===== config.mk =====
export PLATFORM = sky130hd
export DESIGN_NAME = bounded_list_insert_search_delete
export DESIGN_NICKNAME = d
export VERILOG_FILES = /design/src/rtl/blisd_pkg.sv /design/src/rtl/bounded_list_insert_search_delete.sv
export SDC_FILE = /design/constraint.sdc
export NUM_CORES = 2
export LEC_CHECK = 0
export BUFFER_PORTS_ARGS = -buffer_cell sky130_fd_sc_hd__buf_2
export CORE_MARGIN = 2
export CORE_UTILIZATION = 45
export DETAILED_ROUTE_END_ITERATION = 10
export GPL_ROUTABILITY_DRIVEN = 0
export PLACE_DENSITY = 0.58
export SLEW_MARGIN = 20
export SYNTH_ARGS = -nofsm -noshare
export SYNTH_HDL_FRONTEND = slang
export SYNTH_SLANG_ARGS = --single-unit

===== constraint.sdc =====
create_clock -name clk -period 5.7 [get_ports clk]
set_input_delay 0.285 -clock clk [delete_from_list [all_inputs] [get_ports clk]]
set_output_delay 0.285 -clock clk [all_outputs]
set_load 0.02 [all_outputs]

===== src/rtl/blisd_pkg.sv =====
// ----------------------------------------------------------------------------
// Bounded list package
// Request and response types, opcode and status codes, and the default depth
// for the bounded list with insert, search and delete.
// ----------------------------------------------------------------------------
package blisd_pkg;

    localparam int unsigned DEPTH_DEFAULT = 64;
    localparam int unsigned VALUE_W       = 32;
    localparam int unsigned POSITION_W    = 6;
    localparam int unsigned LENGTH_W      = 7;

    typedef enum logic [1:0] {
        OP_INSERT = 2'd0,
        OP_CLEAR  = 2'd1,
        OP_SEARCH = 2'd2,
        OP_DELETE = 2'd3
    } opcode_t;

    typedef enum logic [1:0] {
        STATUS_OK       = 2'd0,
        STATUS_FULL     = 2'd1,
        STATUS_NOTFOUND = 2'd2,
        STATUS_EMPTY    = 2'd3
    } status_t;

    typedef struct packed {
        opcode_t                    opcode;
        logic signed [VALUE_W-1:0]  value;
    } request_t;

    typedef struct packed {
        status_t                 status;
        logic [POSITION_W-1:0]   position;
        logic [LENGTH_W-1:0]     length;
    } result_t;

endpackage


===== src/rtl/bounded_list_insert_search_delete.sv =====
// ----------------------------------------------------------------------------
// Bounded list with insert at head, clear, search and delete
// Keeps up to DEPTH signed 32-bit values in one synchronous memory, newest at
// the head, and answers each request with a status, a position and a length.
//
// Requests enter on req_valid/req_ready and carry an opcode and a value. Each
// request gives exactly one response on rsp_valid/rsp_ready. A new request is
// taken only while the block is idle; a finished response may still wait in
// the output register while the next request is taken.
// Insert, clear, and search or delete on an empty list go from the idle state
// straight to the done state, which loads the response register. Search and
// delete walk the memory from the head one entry per cycle through its single
// read port. A delete then moves every entry between the match and the head
// down by one slot, one entry per cycle through the same read and write ports.
// Reset empties the list; memory contents are not cleared and no clearing
// pass is needed. When the receiver stalls, the response holds in the output
// register and the block waits before it finishes the next request.
// ----------------------------------------------------------------------------
module bounded_list_insert_search_delete
    import blisd_pkg::*;
#(
    parameter int unsigned DEPTH = DEPTH_DEFAULT
)
(
    input  logic     clk,
    input  logic     rst_n,
    input  logic     req_valid,
    output logic     req_ready,
    input  request_t req_data,
    output logic     rsp_valid,
    input  logic     rsp_ready,
    output result_t  rsp_data
);

    localparam int unsigned AW = (DEPTH > 1) ? $clog2(DEPTH) : 1;
    localparam int unsigned CW = $clog2(DEPTH + 1);

    typedef enum logic [3:0] {
        ST_IDLE  = 4'b0001,
        ST_SCAN  = 4'b0010,
        ST_SHIFT = 4'b0100,
        ST_DONE  = 4'b1000
    } state_t;

    logic [VALUE_W-1:0] mem [DEPTH];

    state_t             state_reg,     state_next;
    logic [CW-1:0]      count_reg,     count_next;
    logic [VALUE_W-1:0] key_reg,       key_next;
    logic               is_del_reg,    is_del_next;
    logic [AW-1:0]      scan_addr_reg, scan_addr_next;
    logic               issue_reg,     issue_next;
    logic               rd_valid_reg,  rd_valid_next;
    logic [AW-1:0]      rd_addr_reg,   rd_addr_next;
    logic [VALUE_W-1:0] rd_data_reg;
    result_t            res_reg,       res_next;
    logic               rsp_valid_reg, rsp_valid_next;
    result_t            rsp_data_reg,  rsp_data_next;

    logic               mem_we;
    logic [AW-1:0]      mem_wr_addr;
    logic [VALUE_W-1:0] mem_wr_data;
    logic [CW-1:0]      count_dec;
    logic [CW-1:0]      pos_full;
    logic               rd_is_head;
    logic               scan_is_head;

    assign count_dec    = count_reg - CW'(1);
    assign pos_full     = count_dec - CW'(rd_addr_reg);
    assign rd_is_head   = (CW'(rd_addr_reg) == count_dec);
    assign scan_is_head = (CW'(scan_addr_reg) == count_dec);

    assign req_ready = (state_reg == ST_IDLE);
    assign rsp_valid = rsp_valid_reg;
    assign rsp_data  = rsp_data_reg;

    always_ff @(posedge clk)
    begin
        if (mem_we)
        begin
            mem[mem_wr_addr] <= mem_wr_data;
        end
        rd_data_reg <= mem[scan_addr_reg];
    end

    always_comb
    begin
        state_next     = state_reg;
        count_next     = count_reg;
        key_next       = key_reg;
        is_del_next    = is_del_reg;
        scan_addr_next = scan_addr_reg;
        issue_next     = issue_reg;
        rd_valid_next  = 1'b0;
        rd_addr_next   = scan_addr_reg;
        res_next       = res_reg;
        rsp_valid_next = rsp_valid_reg && !rsp_ready;
        rsp_data_next  = rsp_data_reg;
        mem_we         = 1'b0;
        mem_wr_addr    = count_reg[AW-1:0];
        mem_wr_data    = req_data.value;

        unique case (state_reg)
            ST_IDLE:
            begin
                if (req_valid)
                begin
                    key_next    = req_data.value;
                    is_del_next = (req_data.opcode == OP_DELETE);
                    state_next  = ST_DONE;
                    unique case (req_data.opcode)
                        OP_INSERT:
                        begin
                            if (count_reg == CW'(DEPTH))
                            begin
                                res_next = '{STATUS_FULL, '0, LENGTH_W'(count_reg)};
                            end
                            else
                            begin
                                mem_we     = 1'b1;
                                count_next = count_reg + CW'(1);
                                res_next   = '{STATUS_OK, '0,
                                               LENGTH_W'(count_reg + CW'(1))};
                            end
                        end
                        OP_CLEAR:
                        begin
                            count_next = '0;
                            res_next   = '{STATUS_OK, '0, '0};
                        end
                        default:
                        begin
                            if (count_reg == '0)
                            begin
                                res_next = '{STATUS_EMPTY, '0, '0};
                            end
                            else
                            begin
                                scan_addr_next = count_dec[AW-1:0];
                                issue_next     = 1'b1;
                                state_next     = ST_SCAN;
                            end
                        end
                    endcase
                end
            end

            ST_SCAN:
            begin
                if (issue_reg)
                begin
                    rd_valid_next = 1'b1;
                    if (scan_addr_reg == '0)
                    begin
                        issue_next = 1'b0;
                    end
                    else
                    begin
                        scan_addr_next = scan_addr_reg - AW'(1);
                    end
                end
                if (rd_valid_reg)
                begin
                    if (rd_data_reg == key_reg)
                    begin
                        rd_valid_next = 1'b0;
                        if (!is_del_reg)
                        begin
                            res_next   = '{STATUS_OK, POSITION_W'(pos_full),
                                           LENGTH_W'(count_reg)};
                            state_next = ST_DONE;
                        end
                        else
                        begin
                            res_next = '{STATUS_OK, POSITION_W'(pos_full),
                                         LENGTH_W'(count_dec)};
                            if (rd_is_head)
                            begin
                                count_next = count_dec;
                                state_next = ST_DONE;
                            end
                            else
                            begin
                                scan_addr_next = rd_addr_reg + AW'(1);
                                issue_next     = 1'b1;
                                state_next     = ST_SHIFT;
                            end
                        end
                    end
                    else if (rd_addr_reg == '0)
                    begin
                        rd_valid_next = 1'b0;
                        res_next      = '{STATUS_NOTFOUND, '0, LENGTH_W'(count_reg)};
                        state_next    = ST_DONE;
                    end
                end
            end

            ST_SHIFT:
            begin
                if (issue_reg)
                begin
                    rd_valid_next = 1'b1;
                    if (scan_is_head)
                    begin
                        issue_next = 1'b0;
                    end
                    else
                    begin
                        scan_addr_next = scan_addr_reg + AW'(1);
                    end
                end
                if (rd_valid_reg)
                begin
                    mem_we      = 1'b1;
                    mem_wr_addr = rd_addr_reg - AW'(1);
                    mem_wr_data = rd_data_reg;
                    if (rd_is_head)
                    begin
                        rd_valid_next = 1'b0;
                        count_next    = count_dec;
                        state_next    = ST_DONE;
                    end
                end
            end

            ST_DONE:
            begin
                if (!rsp_valid_reg || rsp_ready)
                begin
                    rsp_valid_next = 1'b1;
                    rsp_data_next  = res_reg;
                    state_next     = ST_IDLE;
                end
            end

            default:
            begin
                state_next = ST_IDLE;
            end
        endcase
    end

    always_ff @(posedge clk or negedge rst_n)
    begin
        if (!rst_n)
        begin
            state_reg     <= ST_IDLE;
            count_reg     <= '0;
            issue_reg     <= 1'b0;
            rd_valid_reg  <= 1'b0;
            rsp_valid_reg <= 1'b0;
        end
        else
        begin
            state_reg     <= state_next;
            count_reg     <= count_next;
            issue_reg     <= issue_next;
            rd_valid_reg  <= rd_valid_next;
            rsp_valid_reg <= rsp_valid_next;
        end
    end

    always_ff @(posedge clk)
    begin
        key_reg       <= key_next;
        is_del_reg    <= is_del_next;
        scan_addr_reg <= scan_addr_next;
        rd_addr_reg   <= rd_addr_next;
        res_reg       <= res_next;
        rsp_data_reg  <= rsp_data_next;
    end

endmodule

# Word level (Yosys, flattened, before mapping)

Memory sizes are Yosys's and may differ from the RTL's. A register that Yosys moved wholly into a read port is not among the register bits.
Cells that the tools add are included.

Memory bits (writable): 2048
Flip-flop bits (word level): 89
Memories kept: 1
Bits of input ports: 38

Memory list:

| name | words | bits a word | read ports | clocked after Yosys merged registers in | wr ports | line                                    | RTL |
|---|---|---|---|---|---|---|---|
| mem  | 64    | 32          | 1          | 1                                       | 1        | bounded_list_insert_search_delete.sv:45 | `logic [VALUE_W-1:0] mem [DEPTH];` |

Reductions and logical operators: 18
Eq/ne operators: 25
Multiplexer cells: 74
Add/sub/neg operators: 7

Operators with widths:

| operator                                                           | number |
|---|---|
| 6-bit 2-to-1 mux                                                   | 13 |
| 15-bit 2-to-1 mux                                                  | 5 |
| 32-bit 2-to-1 mux                                                  | 2 |
| 15-bit one-hot mux with 2 select lines                             | 2 |
| 7-bit 2-to-1 mux                                                   | 8 |
| 4-bit 2-to-1 mux                                                   | 11 |
| 32-bit equality test                                               | 1 |
| 1-bit 2-to-1 mux                                                   | 25 |
| 2-bit != test, second input constant                               | 11 |
| 7-bit one-hot mux with 3 select lines                              | 1 |
| 6-bit one-hot mux with 3 select lines                              | 1 |
| 4-bit one-hot mux with 4 select lines                              | 1 |
| 6-bit by 7-bit equality test with 1-bit output                     | 2 |
| 14-bit 2-to-1 mux                                                  | 1 |
| 7-bit one-hot mux with 2 select lines                              | 1 |
| 6-bit by 1-bit adder with 6-bit output, second input constant      | 2 |
| 6-bit zero test                                                    | 2 |
| 6-bit AND reduction                                                | 2 |
| 6-bit by 1-bit subtractor with 6-bit output, second input constant | 2 |
| 8-bit AND reduction                                                | 1 |
| 7-bit by 1-bit adder with 7-bit output, second input constant      | 1 |
| 7-bit equality test, second input constant                         | 1 |
| 7-bit zero test                                                    | 1 |
| 7-bit by 1-bit subtractor with 7-bit output, second input constant | 1 |
| other kinds (22)                                                   | 26 |

# Logic depth before layout (Yosys ltp)

Depth after elaboration: 8
Gate-level depth with buffers: 13
Gate-level depth less buffers: 11

# Least setup slack after synthesis

No wires, ideal clock.

Path type: flip-flop to flip-flop
From: register state_reg[0]
To: memory mem[36][0] (enable)
Cell stages (with the launch flop): 8
Data arrival time: 3.906 ns
Setup slack: 1.372 ns
Cell sequence: dfstp_2 nor4b_2 nand2_1 clkinv_1 nand3_1 o21ai_0 nand2_1 nor2_1

Cells in the longest elaborated chain, start to end: 4

Ends and longest elaborated chain:

| what                                           | line                                     | RTL |
|---|---|---|
| from (decl)                                    | bounded_list_insert_search_delete.sv:47  | `state_t state_reg, state_next;` |
| from (signal assigned)                         | bounded_list_insert_search_delete.sv:256 | `state_reg <= state_next;` |
| 4-bit by 1-bit equality test with 1-bit output | -                                        |  |
| net req_ready                                  | bounded_list_insert_search_delete.sv:28  | `output logic req_ready,` |
| 1-bit one-hot mux with 2 select lines          | bounded_list_insert_search_delete.sv:103 | `unique case (state_reg)` |
| 1-bit 2-to-1 mux                               | bounded_list_insert_search_delete.sv:79  | `if (mem_we)` |
| 1-bit 2-to-1 mux (not written as such)         | bounded_list_insert_search_delete.sv:81  | `mem[mem_wr_addr] <= mem_wr_data;` |
| to (decl)                                      | bounded_list_insert_search_delete.sv:45  |  |

The timed path passes the listed nets, and every way through them passes these cells.

# Final worst setup path

From: register state_reg[1]
To: memory mem[42][2] (enable)

Cells in the longest elaborated chain, start to end: 4

Ends and longest elaborated chain:

| what                                                                                                                    | line |
|---|---|
| 4-bit by 3-bit equality test with 1-bit output / 4-bit by 1-bit equality test with 1-bit output (equally long branches) | bounded_list_insert_search_delete.sv:103 |
| 1-bit one-hot mux with 2 select lines                                                                                   | bounded_list_insert_search_delete.sv:103 |
| 1-bit 2-to-1 mux                                                                                                        | bounded_list_insert_search_delete.sv:79 |
| 1-bit 2-to-1 mux (not written as such)                                                                                  | bounded_list_insert_search_delete.sv:81 |

Several ways; a longest one is shown, not always the timed one.

==> qor.csv <==
metric,value,unit
grt_overflow,0,
pre_cts_ws,1310,ps
grt_max_degree,107,
pin_count,55,
cts_resized,0,
die_area,189000,um^2
post-synth-top-count-cell,edfxtp_1,
max_slew_margin,24.0,%
firstDrtPassIters,5,
synth_compound_area_share,0.736,%
place_area,87700,um^2
ys_top_cells_by_area,"edfxtp_1, mux4_2, dfxtp_1",
power.leakage,0.0293,uW
yosys.area_share.adder,0.234,%
die_x,435,um
wl_per_cell,31.2,um
cts-root-buf,clkbuf_16,
status,"complete, no violations",
clk_pin_slew,60,ps
required,6210,ps
coreArea,185000,um^2
cp-end-kind,flip-flop,
slew_viol_final,0,
insertion_delay,830,ps
cts-buffers-inserted,210,
yosys.area.top_type,edfxtp_1,
finalHoldViolations,0,
cts-htree-levels,4,
max_freq,219,MHz
yosys-top-cells-count,"edfxtp_1, mux4_2, clkbuf_1",
ys_seq_area_share,77.5,%
postLayoutCellArea,94900,um^2
rows,158,
synth_top_family_by_area,multiplexers,
skew,31.7,ps
cts_sinks,2169,
power_density,422,nW/um^2
yosysUniqueCellTypes,59,
synth_area,83500,um^2
grt_pass1_vias,38000,
worstSetupPathType,reg -> reg,
die_h,435,um
syn_to_final_growth,13.7,%
ant_nets,0,
netlist.area_leader.share,76.1,%
synth_cells,3463,
avgSynthCellArea,24.1,um^2
muxShareOfSynthArea,18.6,%
holdWs,193,ps
setup_viol,0,
period_minus_slack,4560,ps
synthSimpleGateAreaFrac,1.20,%
layout_setup_ws,1140,ps
drive_above_1_share,31.9,%
wl,199,mm
via_per_inst,5.90,
whs_path_depth,2,
synth-async-reset-ratio,0.645,%
antenna_found_initial,17,
cap_violations,0,
synth_nets,3516,
finish.net_count,3773,
ys.flop_type,edfxtp_1,
timing.critical_path.fanout_max,26,
tightest_slew,1140,ps
synth-edff-count,2117,
rsz0062_at_grt,false,
yosys_warnings,0,
drc,0,
worstPathArrival,5070,ps
fin_crit_sh,79.9,%
initial_core_util,45.2,%
drt_iter0_markers,4049,
vias,37600,
largest_reg_flops,2048,
hp-class,in -> reg,
port_buffers,54,
synth_seq_cells,2169,
grt_pass1_wl,285,mm
dp_hpwl,120,mm
clock_path_buffers,3,
track_usage,21.1,%
yosys.area_share.xor_xnor,0.770,%
ir_worst_vdd,0.370,mV
final.setup.tns,0,ps
cp-start-kind,flip-flop,
cts_tree,done,
reg2reg_depth,7,
[metal layers]
layer	routed length, um	vias up	track usage [%]	part of all wire [%]
met5	0	-	0	0
met4	3670	0	4.63	1.8
met3	13100	232	3.99	6.6
met2	96500	1249	33.3	48
met1	85700	20700	30.9	43
li1	-	15400	-	-
[logic make-up after synthesis]
kind of cell / count (synthesis)
adders and majority gates: 15
muxes: 709
AOI/OAI and AO/OA: 95
xor gates and xnor gates: 67
DFF: 2169
buffers and inverters: 193
and+or+nand+nor: 215
[path summary, 6_finish.rpt]
path	startpoint	to	slack (ps)
max reg2reg	state_reg[1]	mem[42][2]	1140
min in group asynchronous	rst_n	state_reg[0]	510
min	req_data[18]	key_reg[18]	190
min reg2reg	res_reg[13]	rsp_data[13]	420
max	state_reg[1]	mem[42][2]	1140
max in group asynchronous	rst_n	count_reg[3]	4010
[cells in the final DEF, fill, tap and decap left out, types with 16 or more instances in the layout]
cell	n
edfxtp_1	2117
nand3_1	22
inv_1	16
mux4_2	672
nand2_1	48
buf_2	54
clkinv_1	56
clkbuf_16	215
xnor2_1	48
clkbuf_1	57
a21oi_1	24
dlygate4sd3_1	40
nor2_1	27
o21ai_0	19
dfxtp_1	38
nor2_4	64
buf_12	23
clkinv_2	35
mux2_2	18
buf_4	93
[timing repair]
item / 4_1_cts / 5_1_grt
setup buffers: 0 / 0
endpoints found under the hold margin: 54 / 0
hold buffers: 40 / 0
[final cells by class]
type	count	area, um^2
clock buffer	278	5680
clock inverter	112	758
antenna	3	7.51
fill	14200	89900
tap	2480	3100
multi-input combinational	1101	18500
inverter	18	67.6
timing repair buffer	220	2090
sequential	2169	64700
[worst max-delay path, stage by stage, from the launching register on]
cell and delay, ps:
dfrtp_1 450, nor4b_2 340, buf_4 230, nand2_2 400, o21ai_0 890, nand2_1 710
nor2_4 830, buf_4 380
[where the power goes]
| group | leakage [uW] | switching [uW] | internal [uW] |
|---|---|---|---|
| combinational | 0.00660 | 4880 | 3910 |
| clock | 0.00314 | 5780 | 7290 |
| sequential | 0.0195 | 335 | 17900 |
| total | 0.0293 | 11000 | 29100 |
[stage by stage]
stage | power, uW | std cells | utilization [%]
6_report | 40100 | 6381 | 51.4
5_1_grt | 41500 | 6379 | 51.4
4_1_cts | 40500 | 6362 | 51.1
3_5_place_dp | 27400 | 5932 | 47.4
3_3_place_gp | 27400 | 5930 | 47.4
2_1_floorplan | 24200 | 3463 | -
(Power assumes the default switching activity.)
